### config.mk
export PLATFORM = sky130hd
export DESIGN_NAME = beep_envelope_sequencer_top
export DESIGN_NICKNAME = d
export VERILOG_FILES = /design/src/bes_pkg.sv /design/src/bes_div_const.sv /design/src/bes_envelope_core.sv /design/src/beep_envelope_sequencer_top.sv
export VERILOG_INCLUDE_DIRS = /design/src /design/src/src
export SDC_FILE = /design/constraint.sdc
export NUM_CORES = 1
export LEC_CHECK = 0
export ABC_AREA = 1
export BUFFER_PORTS_ARGS = -buffer_cell sky130_fd_sc_hd__buf_4
export CAP_MARGIN = 20
export CORE_MARGIN = 8
export CORE_UTILIZATION = 50
export CTS_CLUSTER_SIZE = 16
export DETAILED_ROUTE_END_ITERATION = 16
export GPL_ROUTABILITY_DRIVEN = 0
export PLACE_DENSITY_LB_ADDON = 0.3
export RECOVER_POWER = 100
export SLEW_MARGIN = 20
export SYNTH_ARGS = -nofsm -noshare
export SYNTH_HDL_FRONTEND = slang
export SYNTH_HIERARCHICAL = 1
export SYNTH_SLANG_ARGS = --single-unit
### constraint.sdc
create_clock -name i_clk -period 10.8 [get_ports i_clk]
set_input_delay 2.16 -clock i_clk [delete_from_list [all_inputs] [get_ports i_clk]]
set_output_delay 2.16 -clock i_clk [all_outputs]
set_load 0.01 [all_outputs]
### src/beep_envelope_sequencer_top_macros.svh
// assertion helpers shared by the sequencer modules
`ifndef BEEP_ENVELOPE_SEQUENCER_TOP_MACROS_SVH
`define BEEP_ENVELOPE_SEQUENCER_TOP_MACROS_SVH

// condition holds on every clock edge out of reset
`define BES_ASSERT_ALWAYS(label, clk, rst_n, cond, msg) \
    label: assert property (@(posedge clk) disable iff (!rst_n) (cond)) else $error(msg);

// consequent holds in the same cycle as the antecedent
`define BES_ASSERT_IMP(label, clk, rst_n, ante, cons, msg) \
    label: assert property (@(posedge clk) disable iff (!rst_n) (ante) |-> (cons)) \
        else $error(msg);

// consequent holds in the cycle after the antecedent
`define BES_ASSERT_NEXT(label, clk, rst_n, ante, cons, msg) \
    label: assert property (@(posedge clk) disable iff (!rst_n) (ante) |=> (cons)) \
        else $error(msg);

`endif

### src/bes_pkg.sv
package bes_pkg;

    localparam int MODE_W     = 2;
    localparam int COUNT_W    = 8;
    localparam int TIME_W     = 16;
    localparam int FADE_W     = 10;
    localparam int DUTY_W     = 7;
    localparam int CFG_IDX_W  = 1;
    localparam int CFG_DATA_W = 10;

    localparam int FADE_STEPS_DEF = 10;

    localparam logic [DUTY_W-1:0] PEAK_MAX   = 7'd100;
    localparam logic [FADE_W-1:0] FADE_RESET = 10'd30;
    localparam logic [DUTY_W-1:0] PEAK_RESET = 7'd50;

    localparam logic [MODE_W-1:0] MODE_TICK  = 2'd0;
    localparam logic [MODE_W-1:0] MODE_BEEP  = 2'd1;
    localparam logic [MODE_W-1:0] MODE_START = 2'd2;
    localparam logic [MODE_W-1:0] MODE_STOP  = 2'd3;

    localparam logic [CFG_IDX_W-1:0] CFG_FADE_TIME = 1'd0;
    localparam logic [CFG_IDX_W-1:0] CFG_PEAK_DUTY = 1'd1;

    typedef struct packed {
        logic [MODE_W-1:0]  mode;
        logic [COUNT_W-1:0] beep_count;
        logic [TIME_W-1:0]  on_time_ms;
        logic [TIME_W-1:0]  off_time_ms;
    } t_item;

    typedef struct packed {
        logic [DUTY_W-1:0] duty;
        logic              busy_res;
        logic              done_res;
        logic              rejected;
    } t_result;

endpackage

### src/bes_div_const.sv
module bes_div_const #(
    parameter int IN_W    = 10,
    parameter int DIVISOR = 10
) (
    input  logic [IN_W-1:0] i_num,
    output logic [IN_W-1:0] o_quot
);

    localparam int SHIFT  = IN_W + $clog2(DIVISOR);
    localparam int PROD_W = IN_W + SHIFT + 1;
    localparam logic [SHIFT:0] RECIP = (SHIFT+1)'((2**SHIFT + DIVISOR - 1) / DIVISOR);

    logic [PROD_W-1:0] prod;

    // multiply by the rounded-up reciprocal, exact over the whole input range
    assign prod   = PROD_W'(i_num) * PROD_W'(RECIP);
    assign o_quot = prod[SHIFT +: IN_W];

endmodule

### src/bes_envelope_core.sv
`include "beep_envelope_sequencer_top_macros.svh"

module bes_envelope_core #(
    parameter int FADE_STEPS = bes_pkg::FADE_STEPS_DEF
) (
    input  logic                        i_clk,
    input  logic                        i_rst_n,
    input  logic                        i_step,
    input  bes_pkg::t_item              i_item,
    input  logic [bes_pkg::FADE_W-1:0]  i_fade_time_ms,
    input  logic [bes_pkg::DUTY_W-1:0]  i_peak_duty,
    output bes_pkg::t_result            o_result
);

    localparam int STEP_W = $clog2(FADE_STEPS + 1);
    localparam int ACC_W  = bes_pkg::DUTY_W + STEP_W;
    localparam int FW     = bes_pkg::FADE_W;
    localparam int TW     = bes_pkg::TIME_W;
    localparam int DW     = bes_pkg::DUTY_W;
    localparam logic [STEP_W-1:0] RAMP_LAST = STEP_W'(FADE_STEPS);

    typedef enum logic [2:0] {
        PH_IDLE,
        PH_UP,
        PH_HOLD,
        PH_DOWN,
        PH_GAP,
        PH_START_UP,
        PH_STOP_DOWN
    } t_phase;

    t_phase                         r_phase, c_phase, n_phase;
    logic [STEP_W-1:0]              r_ramp, c_ramp, n_ramp;
    logic [TW-1:0]                  r_ms, c_ms, n_ms;
    logic [FW-1:0]                  r_step_len, c_step_len, n_step_len;
    logic [TW-1:0]                  r_hold, c_hold, n_hold;
    logic [bes_pkg::COUNT_W-1:0]    r_beeps, c_beeps, n_beeps;
    logic [TW-1:0]                  r_gap, c_gap, n_gap;
    logic [DW-1:0]                  r_duty, n_duty;

    logic [DW-1:0]    peak;
    logic             short_beep;
    logic [FW-1:0]    fade_sel;
    logic [FW-1:0]    step_quot;
    logic [FW-1:0]    step_new;
    logic [TW-1:0]    hold_new;
    logic [ACC_W-1:0] part_prod;
    logic [ACC_W-1:0] part_quot;
    logic [DW-1:0]    part;
    logic [DW-1:0]    level;
    logic [TW-1:0]    ms_dec;
    logic             rej;
    logic             instant_done;
    logic             done;

    assign peak = (i_peak_duty > bes_pkg::PEAK_MAX) ? bes_pkg::PEAK_MAX : i_peak_duty;

    // fade shrinks to half the beep when the beep is too short for two ramps
    assign short_beep = {1'b0, i_item.on_time_ms} <= {(TW - FW)'(0), i_fade_time_ms, 1'b0};
    assign fade_sel   = (i_item.mode == bes_pkg::MODE_BEEP && short_beep)
                        ? i_item.on_time_ms[FW:1] : i_fade_time_ms;
    assign hold_new   = i_item.on_time_ms - {(TW - FW - 1)'(0), fade_sel, 1'b0};

    bes_div_const #(
        .IN_W    (FW),
        .DIVISOR (FADE_STEPS)
    ) u_step_div (
        .i_num  (fade_sel),
        .o_quot (step_quot)
    );

    assign step_new = (step_quot == '0) ? FW'(1) : step_quot;

    always_comb begin
        c_phase      = r_phase;
        c_ramp       = r_ramp;
        c_ms         = r_ms;
        c_step_len   = r_step_len;
        c_hold       = r_hold;
        c_beeps      = r_beeps;
        c_gap        = r_gap;
        rej          = 1'b0;
        instant_done = 1'b0;
        if (i_item.mode != bes_pkg::MODE_TICK) begin
            if (r_phase != PH_IDLE) begin
                rej = 1'b1;
            end else if (i_item.mode == bes_pkg::MODE_BEEP) begin
                if (i_item.beep_count == '0) begin
                    instant_done = 1'b1;
                end else begin
                    c_step_len = step_new;
                    c_hold     = hold_new;
                    c_beeps    = i_item.beep_count - 1'b1;
                    c_gap      = i_item.off_time_ms;
                    c_phase    = PH_UP;
                    c_ramp     = '0;
                    c_ms       = TW'(step_new);
                end
            end else begin
                c_step_len = step_new;
                c_phase    = (i_item.mode == bes_pkg::MODE_START) ? PH_START_UP : PH_STOP_DOWN;
                c_ramp     = '0;
                c_ms       = TW'(step_new);
            end
        end
    end

    // ramp level is the live peak times the ramp step over the step count
    assign part_prod = ACC_W'(peak) * ACC_W'(c_ramp);

    bes_div_const #(
        .IN_W    (ACC_W),
        .DIVISOR (FADE_STEPS)
    ) u_part_div (
        .i_num  (part_prod),
        .o_quot (part_quot)
    );

    assign part = part_quot[DW-1:0];

    always_comb begin
        case (c_phase)
            PH_UP, PH_START_UP:   level = part;
            PH_HOLD:              level = peak;
            PH_DOWN, PH_STOP_DOWN: level = (part > peak) ? '0 : peak - part;
            PH_GAP:               level = '0;
            default:              level = r_duty;
        endcase
    end

    assign ms_dec = (c_ms != '0) ? c_ms - 1'b1 : '0;

    always_comb begin
        n_phase    = c_phase;
        n_ramp     = c_ramp;
        n_ms       = c_ms;
        n_step_len = c_step_len;
        n_hold     = c_hold;
        n_beeps    = c_beeps;
        n_gap      = c_gap;
        n_duty     = r_duty;
        done       = instant_done;
        if (!instant_done && c_phase != PH_IDLE) begin
            n_duty = level;
            n_ms   = ms_dec;
            if (ms_dec == '0) begin
                case (c_phase)
                    PH_UP, PH_START_UP: begin
                        if (c_ramp < RAMP_LAST) begin
                            n_ramp = c_ramp + 1'b1;
                            n_ms   = TW'(c_step_len);
                        end else if (c_phase == PH_START_UP) begin
                            n_phase = PH_IDLE;
                            done    = 1'b1;
                        end else if (c_hold != '0) begin
                            n_phase = PH_HOLD;
                            n_ms    = c_hold;
                        end else begin
                            n_phase = PH_DOWN;
                            n_ramp  = '0;
                            n_ms    = TW'(c_step_len);
                        end
                    end
                    PH_HOLD: begin
                        n_phase = PH_DOWN;
                        n_ramp  = '0;
                        n_ms    = TW'(c_step_len);
                    end
                    PH_DOWN, PH_STOP_DOWN: begin
                        if (c_ramp < RAMP_LAST) begin
                            n_ramp = c_ramp + 1'b1;
                            n_ms   = TW'(c_step_len);
                        end else if (c_phase == PH_DOWN && c_beeps != '0) begin
                            n_beeps = c_beeps - 1'b1;
                            if (c_gap != '0) begin
                                n_phase = PH_GAP;
                                n_ms    = c_gap;
                            end else begin
                                n_phase = PH_UP;
                                n_ramp  = '0;
                                n_ms    = TW'(c_step_len);
                            end
                        end else begin
                            n_phase = PH_IDLE;
                            done    = 1'b1;
                        end
                    end
                    PH_GAP: begin
                        n_phase = PH_UP;
                        n_ramp  = '0;
                        n_ms    = TW'(c_step_len);
                    end
                    default: begin
                        n_phase = PH_IDLE;
                    end
                endcase
            end
        end
    end

    always_ff @(posedge i_clk) begin
        if (!i_rst_n) begin
            r_phase    <= PH_IDLE;
            r_ramp     <= '0;
            r_ms       <= '0;
            r_step_len <= FW'(1);
            r_hold     <= '0;
            r_beeps    <= '0;
            r_gap      <= '0;
            r_duty     <= '0;
        end else if (i_step) begin
            r_phase    <= n_phase;
            r_ramp     <= n_ramp;
            r_ms       <= n_ms;
            r_step_len <= n_step_len;
            r_hold     <= n_hold;
            r_beeps    <= n_beeps;
            r_gap      <= n_gap;
            r_duty     <= n_duty;
        end
    end

    assign o_result.duty     = n_duty;
    assign o_result.busy_res = (n_phase != PH_IDLE);
    assign o_result.done_res = done;
    assign o_result.rejected = rej;

    `BES_ASSERT_ALWAYS(a_ramp_in_range, i_clk, i_rst_n, r_ramp <= RAMP_LAST, "ramp past last")
    `BES_ASSERT_IMP(a_ms_live, i_clk, i_rst_n, r_phase != PH_IDLE, r_ms != '0, "no time left")

endmodule

### src/beep_envelope_sequencer_top.sv
// Buzzer duty envelope sequencer.
// Each input item is one millisecond: mode 0 is a plain tick, mode 1 starts a
// run of beeps, mode 2 ramps up and holds, mode 3 ramps down from peak.
// A command that arrives while a sequence runs is dropped and flagged.
// Each item yields exactly one result item: the duty for that millisecond,
// busy, done and rejected flags.
// Input and output channels are valid/ready. An accepted item sits in an
// input register; an edge on which the result register is free or drains
// computes the envelope step in one pass and loads the result register.
// Throughput is one item per cycle unless the receiver stalls.
// When the receiver stalls, the result register holds and the input register
// still takes one more item, after which ready drops until the result moves.
// The config port writes fade_time_ms (index 0) and peak_duty (index 1) on
// any edge with the write enable high; write only while no item is in flight.
// Synchronous reset empties both registers, returns the sequence to idle
// with duty 0, and restores fade 30 ms and peak 50 percent.
`include "beep_envelope_sequencer_top_macros.svh"

module beep_envelope_sequencer_top #(
    parameter int FADE_STEPS = bes_pkg::FADE_STEPS_DEF
) (
    input  logic                            i_clk,
    input  logic                            i_rst_n,
    input  logic                            i_in_valid,
    output logic                            o_in_ready,
    input  logic [bes_pkg::MODE_W-1:0]      i_mode,
    input  logic [bes_pkg::COUNT_W-1:0]     i_beep_count,
    input  logic [bes_pkg::TIME_W-1:0]      i_on_time_ms,
    input  logic [bes_pkg::TIME_W-1:0]      i_off_time_ms,
    output logic                            o_out_valid,
    input  logic                            i_out_ready,
    output logic [bes_pkg::DUTY_W-1:0]      o_duty,
    output logic                            o_busy_res,
    output logic                            o_done_res,
    output logic                            o_rejected,
    input  logic                            i_cfg_wr_en,
    input  logic [bes_pkg::CFG_IDX_W-1:0]   i_cfg_index,
    input  logic [bes_pkg::CFG_DATA_W-1:0]  i_cfg_wdata
);

    logic                           r_in_valid;
    bes_pkg::t_item                 r_item;
    logic                           r_out_valid;
    bes_pkg::t_result               r_result;
    logic [bes_pkg::FADE_W-1:0]     r_fade_time_ms;
    logic [bes_pkg::DUTY_W-1:0]     r_peak_duty;

    logic             advance;
    logic             in_take;
    bes_pkg::t_result step_result;

    assign advance    = r_in_valid && (!r_out_valid || i_out_ready);
    assign o_in_ready = !r_in_valid || advance;
    assign in_take    = i_in_valid && o_in_ready;

    always_ff @(posedge i_clk) begin
        if (!i_rst_n) begin
            r_in_valid <= 1'b0;
        end else if (in_take) begin
            r_in_valid <= 1'b1;
        end else if (advance) begin
            r_in_valid <= 1'b0;
        end
    end

    always_ff @(posedge i_clk) begin
        if (in_take) begin
            r_item.mode        <= i_mode;
            r_item.beep_count  <= i_beep_count;
            r_item.on_time_ms  <= i_on_time_ms;
            r_item.off_time_ms <= i_off_time_ms;
        end
    end

    always_ff @(posedge i_clk) begin
        if (!i_rst_n) begin
            r_fade_time_ms <= bes_pkg::FADE_RESET;
            r_peak_duty    <= bes_pkg::PEAK_RESET;
        end else if (i_cfg_wr_en) begin
            case (i_cfg_index)
                bes_pkg::CFG_FADE_TIME: r_fade_time_ms <= i_cfg_wdata;
                bes_pkg::CFG_PEAK_DUTY: r_peak_duty    <= i_cfg_wdata[bes_pkg::DUTY_W-1:0];
                default: begin
                end
            endcase
        end
    end

    bes_envelope_core #(
        .FADE_STEPS (FADE_STEPS)
    ) u_core (
        .i_clk          (i_clk),
        .i_rst_n        (i_rst_n),
        .i_step         (advance),
        .i_item         (r_item),
        .i_fade_time_ms (r_fade_time_ms),
        .i_peak_duty    (r_peak_duty),
        .o_result       (step_result)
    );

    always_ff @(posedge i_clk) begin
        if (!i_rst_n) begin
            r_out_valid <= 1'b0;
        end else if (advance) begin
            r_out_valid <= 1'b1;
        end else if (i_out_ready) begin
            r_out_valid <= 1'b0;
        end
    end

    always_ff @(posedge i_clk) begin
        if (advance) begin
            r_result <= step_result;
        end
    end

    assign o_out_valid = r_out_valid;
    assign o_duty      = r_result.duty;
    assign o_busy_res  = r_result.busy_res;
    assign o_done_res  = r_result.done_res;
    assign o_rejected  = r_result.rejected;

    `BES_ASSERT_IMP(a_duty_max, i_clk, i_rst_n, o_out_valid, o_duty <= bes_pkg::PEAK_MAX, "bad duty")
    `BES_ASSERT_IMP(a_done, i_clk, i_rst_n, o_out_valid && o_done_res, !o_busy_res, "busy at done")
    `BES_ASSERT_NEXT(a_moves, i_clk, i_rst_n, r_in_valid && !r_out_valid, r_out_valid, "stuck")

endmodule
==> results of run 1 <==
==> per-stage QoR <==
stage / power [mW] / setup slack (ns) / hold WS, ns
after floorplan: 1.749 / 1.174 / 0.4289
after global placement: 2.048 / 0.8204 / 0.4497
after detailed placement: 2.071 / 0.4695 / 0.4516
after CTS: 2.715 / 0.4311 / 0.4654
final: 2.702 / 0.7323 / 0.4642
after global routing: 2.929 / -0.004174 / 0.4769
==> area by class of cell <==
type                            instances  area, um^2  share of cell area [%]
Clock buffer                           17       425.4                   2.524
Timing Repair Buffer                   78       521.8                   3.096
Clock inverter                         15       191.4                   1.136
Tap cell                              396       495.5                   2.940
Sequential cell                       151        3543                   21.03
Multi-Input combinational cell       1551        9975                   59.19
Inverter                              451        1699                   10.08
==> per-layer routing <==
metal / GRT usage (%) / vias up / share of wire [%]
li1: - / 7132 / -
met5: 0 / - / 0
met1: 29.58 / 6616 / 45
met3: 3.068 / 61 / 5.5
met4: 7.051 / 0 / 2.4
met2: 37.43 / 434 / 47
==> power by group through the flow <==
stage / Clock, mW / Combinational, mW / Sequential, mW
after floorplan: 0 / 1.08 / 0.667
after global placement: 0 / 1.38 / 0.673
after detailed placement: 0 / 1.40 / 0.674
after CTS: 0.645 / 1.41 / 0.662
after global routing: 0.669 / 1.59 / 0.667
final: 0.632 / 1.41 / 0.663
==> worst max-delay path by stage <==
stage	from	endpoint	slack, ns	cells after the start
6_report	r_item[35]	u_core/r_duty[0]	0.73	56
3_5_place_dp	r_item[35]	u_core/r_duty[1]	0.47	52
3_3_place_gp	r_item[35]	u_core/r_duty[0]	0.82	54
4_1_cts	r_item[35]	u_core/r_duty[1]	0.43	52
5_1_grt	r_item[34]	u_core/r_duty[3]	-0.004	55
2_1_floorplan	r_item[35]	u_core/r_duty[0]	1.17	56
==> flip-flops by register name, summed over array words and instances (netlist names) <==
name and count:
o_done_res 1, r_in_valid 1, o_busy_res 1, r_fade_time_ms 10, u_core/r_step_len 10, u_core/r_ms 16, r_peak_duty 7, r_item 42
u_core/r_gap 16, u_core/r_beeps 8, o_out_valid 1, o_rejected 1, u_core/r_ramp 4, u_core/r_phase 3, u_core/r_hold 16, u_core/r_duty 7
o_duty 7
==> repair_timing <==
| action | CTS | global route |
|---|---|---|
| endpoints found under the setup margin | 0 | 14 |
| hold buffers | 0 | 0 |
| resized for setup | 0 | 9 |
| setup buffers | 0 | 3 |
==> worst max-delay path, delay by kind of cell (launching register included) <==
kind | cells | cell delay, ns
simple gates | 15 | 1.65
xor+xnor | 2 | 0.34
compound gates | 15 | 2.00
buf+inv | 14 | 1.04
fa+ha+maj | 10 | 4.51
flops | 1 | 0.43
==> run metrics, run 1 <==
length in cells of the worst reg-to-reg path 56; Worst Min Path Start u_core/r_ms[15]; CTS sink cnt 151; internal portion of total power 1.470 mW; Cells after Synth 2208; dpl cells 2624; clock tree from TritonCTS built; die footprint 0.03688 mm^2; startpoint types flop; count of routing violations after the opening detailed-route iteration 1284; Worst R2R Start r_item[35]; half-perimeter wire length after placement 32270 um; first-pass iteration count of the detailed router 6; Cell Count, Final, Fillers Out 2659; end point of the most critical hold path u_core/r_ms[15]; number of ports placed on the die boundary 70; leakage power of the design 9.018 nW; number of H-tree levels 4; path class of the lowest-slack min-delay path flop to flop; Filler cells 2964; Routed Wire Length 40350 um; net load switching power 1.233 mW; Post-Synthesis Cell Area 0.01550 mm^2; routed vias 14240; first-pass GRT wire length 67870 um; FF-to-FF setup slack 0.73 ns; instance area after placement 0.01629 mm^2; worst endpoint required time 11.11 ns; number of nets still failing antenna checks after routing 0; routed wirelength normalized by instance count 15.18 um; Clk Latency, worst-skew pair 0.43 ns; max-slew violation total from the final report 231; starting density of the core 50.66%; Reg2Reg Capture Point u_core/r_duty[0]; CORE AREA 0.03059 mm^2; leading cell types in the layout, fill and taps excluded sky130_fd_sc_hd__nand2_1, sky130_fd_sc_hd__inv_1, sky130_fd_sc_hd__nor2_1, sky130_fd_sc_hd__ha_1, sky130_fd_sc_hd__nand3_1; number of remaining DRC errors 0; CP dominant cell by count sky130_fd_sc_hd__inv_1; clk root buf sky130_fd_sc_hd__clkbuf_16; pin count of the biggest net entering global routing 87; fraction of power spent switching nets 45.61%; sequential fraction of design power 24.5%; total of endpoints with negative setup slack in the final report 0; commonest non-fill, non-tap cell in the layout sky130_fd_sc_hd__nand2_1; instance count along the most critical hold path 2; antenna diode count 0; total count of hold-check failures in the final report 0; time the worst path needs with I/O delays and setup 10.07 ns; max-cap violation count 4; Horiz. Die Dim 192.0 um; synthesis warning total 6; average via count per standard cell 5.357; violations in the final reports max-capacitance violations, max-slew violations; DIE HEIGHT 192.0 um; Crit path arrival time 10.38 ns; antenna violations before repair 0; type of the worst setup path flop to flop; GRT Residual Overflow 0; IR drop worst, VDD 0.0001297 V; actual transition at the worst max-transition pin 3.714 ns; Final period util 93.22%; final design area excluding fillers 0.01685 mm^2; layout cells sized above 1 8.705%; skew final 0.01325 ns; Port Buf Inserts 69; setup TNS 0 ns; total power per unit cell area 160.4 mW/mm^2; status complete, but fails checks; clock power share 23.4%; CTS max path bufs 2; Max Fanout on Critical Path 5; synthesized area per cell 7.018 um^2; number of global-route vias before repair 13840; number of nets in the finished design 2547; num rows 64; final core occ 55.09%; fraction of power consumed by combinational cells 52.1%; stage delay of the slowest cell on the critical path 0.56 ns; layout overhead on the synthesized area 8.745%; TritonCTS buffer count 17; worst relative slew slack -147.6%; slowest stage cell on the critical path sky130_fd_sc_hd__fa_1; clock slew at reported path FFs 0.07 ns; Setup crit end kind flop; Overall Global Routing Usage 22.40%; fmax 0.09933 GHz
(Power assumes the default switching activity.)
==> inputs of run 2 (changes only) <==
--- a/config.mk
+++ b/config.mk
@@ -19,5 +19,4 @@
 export SLEW_MARGIN = 20
 export SYNTH_ARGS = -nofsm -noshare
 export SYNTH_HDL_FRONTEND = slang
-export SYNTH_HIERARCHICAL = 1
 export SYNTH_SLANG_ARGS = --single-unit
==> run 2 against run 1 <==
Compared with the run above: the run still ends with max-capacitance violations, max-slew violations left; largest power group unchanged; worst setup slack worse by 0.052 ns; synthesized cell count fell by 6.4%; critical endpoint is now u_core.r_beeps[0]; design area shrank 3.9%; combinational power increased by 9%; register-to-register slack worse by 0.05 ns; fmax shrank 0.51%; critical path depth decreased by 7; clock power fell by 7.8%; wire length shrank 4.4%; area after synthesis fell by 4.3%; die area down 3.9%.
==> run metrics, run 2 <==
Routed met2 length 18340 um; slowest stage cell on the critical path sky130_fd_sc_hd__o21ai_0; final worst hold slack 0.4610 ns; Routed Wire Length 38590 um; length in cells of the worst reg-to-reg path 49; worst endpoint required time 11.14 ns; total of endpoints with negative setup slack in the final report 0; worst relative slew slack -88.20%; FF-to-FF setup slack 0.68 ns; Crit path arrival time 10.46 ns; number of unique standard cell types used by synthesis 59; Max Fanout on Critical Path 23; synthesized area per cell 7.175 um^2; wire length on met3 1980 um; type of the worst setup path flop to flop; half-perimeter wire length after placement 30530 um; TritonCTS buffer count 17; total count of hold-check failures in the final report 0; setup TNS 0 ns; top layer used by detailed routing met4; dpl ws 0.1029 ns; most frequent cells after synthesis sky130_fd_sc_hd__nand2_1, sky130_fd_sc_hd__inv_1, sky130_fd_sc_hd__ha_1; fraction of synthesized cell area taken by the top area cell type 14.51%; CORE AREA 0.02940 mm^2; CP bufs+invs 8; Final Worst Setup Slack 0.6807 ns; clk root buf sky130_fd_sc_hd__clkbuf_16; starting density of the core 50.44%; Port Buf Inserts 69; Biggest register r_item; Overall Global Routing Usage 21.83%; Worst R2R Start r_item[25]; dpl cells 2483; CTS max path bufs 2; status complete, but fails checks; cell family contributing the most delay on the critical path simple AND/OR/NAND/NOR gates; top cells by area in the synthesized netlist sky130_fd_sc_hd__ha_1, sky130_fd_sc_hd__dfxtp_1, sky130_fd_sc_hd__nand2_1, sky130_fd_sc_hd__edfxtp_1, sky130_fd_sc_hd__inv_1; Clk Latency, worst-skew pair 0.44 ns; num rows 63; antenna diode count 0; number of flip-flops in the largest register 42; post-route met1 wirelength 16890 um; routed wirelength normalized by instance count 15.35 um; actual transition at the worst max-transition pin 2.823 ns; clock tree from TritonCTS built; flip-flop and latch count after synthesis 151; total nets after synthesis 2369; number of buffers inserted by hold repair at cts 0; leakage power of the design 8.501 nW; Post-Synthesis Cell Area 0.01483 mm^2; clock slew at reported path FFs 0.07 ns; Final period util 93.70%; synthesis warning total 0; commonest non-fill, non-tap cell in the layout sky130_fd_sc_hd__nand2_1; CP Depth 49; Horiz. Die Dim 188.2 um; number of ports placed on the die boundary 70; stage delay of the slowest cell on the critical path 0.73 ns; leading cell types in the layout, fill and taps excluded sky130_fd_sc_hd__nand2_1, sky130_fd_sc_hd__inv_1, sky130_fd_sc_hd__ha_1, sky130_fd_sc_hd__o21ai_0, sky130_fd_sc_hd__nor2_1; DIE HEIGHT 188.2 um; Cells after Synth 2067; instance count along the most critical hold path 2; path class of the lowest-slack min-delay path flop to flop; most frequently used flop master after synthesis sky130_fd_sc_hd__dfxtp_1; first-pass GRT wire length 64110 um; Setup crit end kind flop; GRT Residual Overflow 0; Worst Min Path Start u_core.r_step_len[9]; fmax 0.09882 GHz; number of nets in the finished design 2414; max-cap violation count 4; area leader, netlist sky130_fd_sc_hd__ha_1; number of remaining DRC errors 0; Reg2Reg Capture Point u_core.r_beeps[0]; unrepaired setup endpoints after global routing false; EDFF count, synth 52; number of global-route vias before repair 13420; pin count of the biggest net entering global routing 66; top-count cell post-synth sky130_fd_sc_hd__nand2_1; number of post-CTS setup repair buffers 0; die footprint 0.03543 mm^2; total power per unit cell area 172.4 mW/mm^2; average via count per standard cell 5.381; antenna violations before repair 0; fraction of the yosys area taken by sequential cells 23.89%; end point of the most critical hold path u_core.r_step_len[9]; routed vias 13530; number of nets still failing antenna checks after routing 0; violations in the final reports max-capacitance violations, max-slew violations; first-pass iteration count of the detailed router 5; skew final 0.01046 ns; number of H-tree levels 4; max-slew violation total from the final report 216; layout cells sized above 1 7.812%; startpoint types flop; IR drop worst, VDD 0.0001269 V; Filler cells 2816; CP dominant cell by count sky130_fd_sc_hd__nand2_1; overall power of the completed layout 2.790 mW; fraction of registers with async set/reset 0%; count of routing violations after the opening detailed-route iteration 887; CTS sink cnt 151; time the worst path needs with I/O delays and setup 10.12 ns; Cell Count, Final, Fillers Out 2515; layout overhead on the synthesized area 9.144%
## run 2: worst min-delay path: stages (launching register included)
cell,delay [ns]
sky130_fd_sc_hd__dfxtp_1,0.31
sky130_fd_sc_hd__nand3_1,0.08
sky130_fd_sc_hd__inv_1,0.04
## run 2: layer usage
layer | GRT usage [%] | up-vias
li1 | - | 6788
met4 | 9.242 | 0
met1 | 26.54 | 6240
met3 | 3.253 | 98
met5 | 0 | -
met2 | 37.98 | 408
## run 2: cell type report
class | instances | area [um^2] | area share (%)
clock inverters | 15 | 150.1 | 0.9275
repair buffers | 82 | 551.8 | 3.409
inverters | 399 | 1499 | 9.260
multi-input cells | 1461 | 9530 | 58.87
flip-flops and latches | 151 | 3543 | 21.89
well taps | 390 | 488.0 | 3.014
clock buffers | 17 | 425.4 | 2.628
## run 2: kinds of logic after synthesis
| logic type | Yosys count | synth area share (%) |
|---|---|---|
| simple gates | 816 | 24.18 |
| buf+inv | 455 | 11.73 |
| compound gates | 366 | 13.91 |
| fa+ha+maj | 244 | 24.23 |
| flops | 151 | 23.89 |
| xor+xnor | 35 | 2.067 |
## run 2: metrics by stage
step / instance area [um^2] / utilization (%)
3_3_place_gp: 15710 / 53.42
2_1_floorplan: 14830 / -
5_1_grt: 16190 / 55.06
3_5_place_dp: 15710 / 53.42
4_1_cts: 16280 / 55.37
6_report: 16190 / 55.06
## run 2: how the worst max path moves through the flow
stage / start / slack (ns) / endpoint
5_1_grt: r_item[32] / 0.06 / u_core.r_duty[2]
4_1_cts: r_item[32] / 0.06 / o_duty[2]
6_report: r_item[25] / 0.68 / u_core.r_beeps[0]
3_5_place_dp: r_item[32] / 0.10 / o_duty[2]
2_1_floorplan: r_item[32] / 0.82 / o_duty[2]
3_3_place_gp: r_item[32] / 0.39 / o_duty[2]
## run 2: report_power, final
group	internal, mW	switching (mW)
Sequential	0.639	0.0242
Combinational	0.504	1.04
Clock	0.308	0.275
Total	1.45	1.34
## run 2: repair_timing
item / CTS / global route
endpoints found under the hold margin: 0 / 0
endpoints found under the setup margin: 0 / 14
gates resized for setup: 0 / 6
==> inputs of run 3 (changes only) <==
--- a/config.mk
+++ b/config.mk
@@ -15,7 +15,8 @@
 export DETAILED_ROUTE_END_ITERATION = 16
 export GPL_ROUTABILITY_DRIVEN = 0
 export PLACE_DENSITY_LB_ADDON = 0.3
-export RECOVER_POWER = 100
+export RECOVER_POWER = 50
+export SKIP_CTS_REPAIR_TIMING = 1
 export SLEW_MARGIN = 20
 export SYNTH_ARGS = -nofsm -noshare
 export SYNTH_HDL_FRONTEND = slang
==> run 3 against run 2 <==
Compared with the run above: combinational power is essentially flat; count of clock-buffer cells in the layout is the same; sequential cell count is the same; sequential share of layout area shrank 0.088 points; critical path depth shrank 3; the flow still finishes with violations (max-capacitance violations, max-slew violations); non-clock buffer count is the same; first-iteration DRC count grew 5.5%; global-route usage is the same; worst hold slack lost 0.00053 ns.
==> run metrics, run 3 (synthesis gave the netlist of run 2 again) <==
status complete, but fails checks; violations in the final reports max-capacitance violations, max-slew violations; leading cell types in the layout, fill and taps excluded sky130_fd_sc_hd__nand2_1, sky130_fd_sc_hd__inv_1, sky130_fd_sc_hd__ha_1, sky130_fd_sc_hd__o21ai_0, sky130_fd_sc_hd__nor2_1; number of nets in the finished design 2414; Overall Global Routing Usage 21.83%; fmax 0.09957 GHz; Biggest register r_item; average via count per standard cell 5.395; Horiz. Die Dim 188.2 um; num rows 63; time the worst path needs with I/O delays and setup 10.04 ns; footprint of the flip-flops and latches 0.003543 mm^2; DIE HEIGHT 188.2 um; worst endpoint required time 11.00 ns; layout cells sized above 1 8.565%; max-slew violation total from the final report 100; slowest stage cell on the critical path sky130_fd_sc_hd__fa_1; cell family contributing the most delay on the critical path adder cells; unrepaired setup endpoints after global routing false; number of flip-flops in the largest register 42; Filler cells 2798; leakage power of the design 8.547 nW; footprint of the multi-input gates 0.009565 mm^2; TritonCTS buffer count 17; Port Buf Inserts 69; skew final 0.009669 ns; number of nets still failing antenna checks after routing 0; first-pass iteration count of the detailed router 5; routed vias 13570; total count of hold-check failures in the final report 0; number of ports placed on the die boundary 70; starting density of the core 50.44%; instance area after placement 0.01571 mm^2; overall power of the completed layout 2.799 mW; startpoint types flop; clock slew at reported path FFs 0.07 ns; stage delay of the slowest cell on the critical path 0.55 ns; number of remaining DRC errors 0; setup TNS 0 ns; Final period util 92.99%; dpl cells 2483; Clk Latency, worst-skew pair 0.44 ns; actual transition at the worst max-transition pin 2.716 ns; commonest non-fill, non-tap cell in the layout sky130_fd_sc_hd__nand2_1; Final Worst Setup Slack 0.7571 ns; first-pass GRT wire length 64110 um; worst relative slew slack -81.07%; CTS sink cnt 151; type of the worst setup path flop to flop; Routed Wire Length 38570 um; IR drop worst, VDD 0.0001268 V; number of H-tree levels 4; FF-to-FF setup slack 0.76 ns; clock tree from TritonCTS built; die footprint 0.03543 mm^2; final design area excluding fillers 0.01625 mm^2; half-perimeter wire length after placement 30530 um; Max Fanout on Critical Path 5; GRT Residual Overflow 0; CTS max path bufs 2; Crit path arrival time 10.24 ns; routed wirelength normalized by instance count 15.34 um; dpl ws 0.1029 ns; total power per unit cell area 172.2 mW/mm^2; pin count of the biggest net entering global routing 66; antenna diode count 0; path class of the lowest-slack min-delay path flop to flop; max-cap violation count 2; number of global-route vias before repair 13420; Setup crit end kind flop; total of endpoints with negative setup slack in the final report 0; clk root buf sky130_fd_sc_hd__clkbuf_16; layout overhead on the synthesized area 9.583%; antenna violations before repair 0; CP bufs+invs 4; Cell Count, Final, Fillers Out 2515; CORE AREA 0.02940 mm^2; count of routing violations after the opening detailed-route iteration 936
## run 3: cell count changes in the layout (fill, tap and decap cells not counted), sizes merged
| cell | delta |
|---|---|
| buf | +8 |
| clkbuf | -8 |
## run 3: routing by layer
metal  share of wire [%]  track usage [%]  up-vias
met3                 5.2            3.253       98
met4                 3.6            9.242        0
met1                  44            26.54     6269
met2                  48            37.98      413
met5                   0                0        -
li1                    -                -     6789
## run 3: metrics by stage
stage,util (%),hold WS [ns]
final,55.28,0.4604
after global routing,55.28,0.4824
after CTS,55.37,0.4592
after detailed placement,53.42,0.4486
after global placement,53.42,0.4456
after floorplan,-,0.4345
## run 3: area by class of cell
type	instances	area share, %
Timing Repair Buffer	82	3.580
Clock buffer	17	2.617
Sequential cell	151	21.80
Clock inverter	15	0.9238
Tap cell	390	3.002
Inverter	399	9.222
Multi-Input combinational cell	1461	58.85
## run 3: path summary, 6_finish.rpt
kind                        startpoint                   end  depth (start not counted)
hold reg to reg   u_core.r_step_len[9]  u_core.r_step_len[9]                          2
hold / removal    u_core.r_step_len[9]  u_core.r_step_len[9]                          2
setup / recovery            r_item[32]             o_duty[2]                         46
setup reg to reg            r_item[32]             o_duty[2]                         46
## run 3: tightest hold or removal path: cells and delay by family, from the launching register on
family | cells | cell delay [ns]
buffers and inverters | 1 | 0.04
DFF | 1 | 0.31
and+or+nand+nor | 1 | 0.07
## run 3: report_power, final
group	internal, mW	switching (mW)
sequential	0.639	0.0240
combinational	0.507	1.05
clock	0.308	0.275
total	1.45	1.34
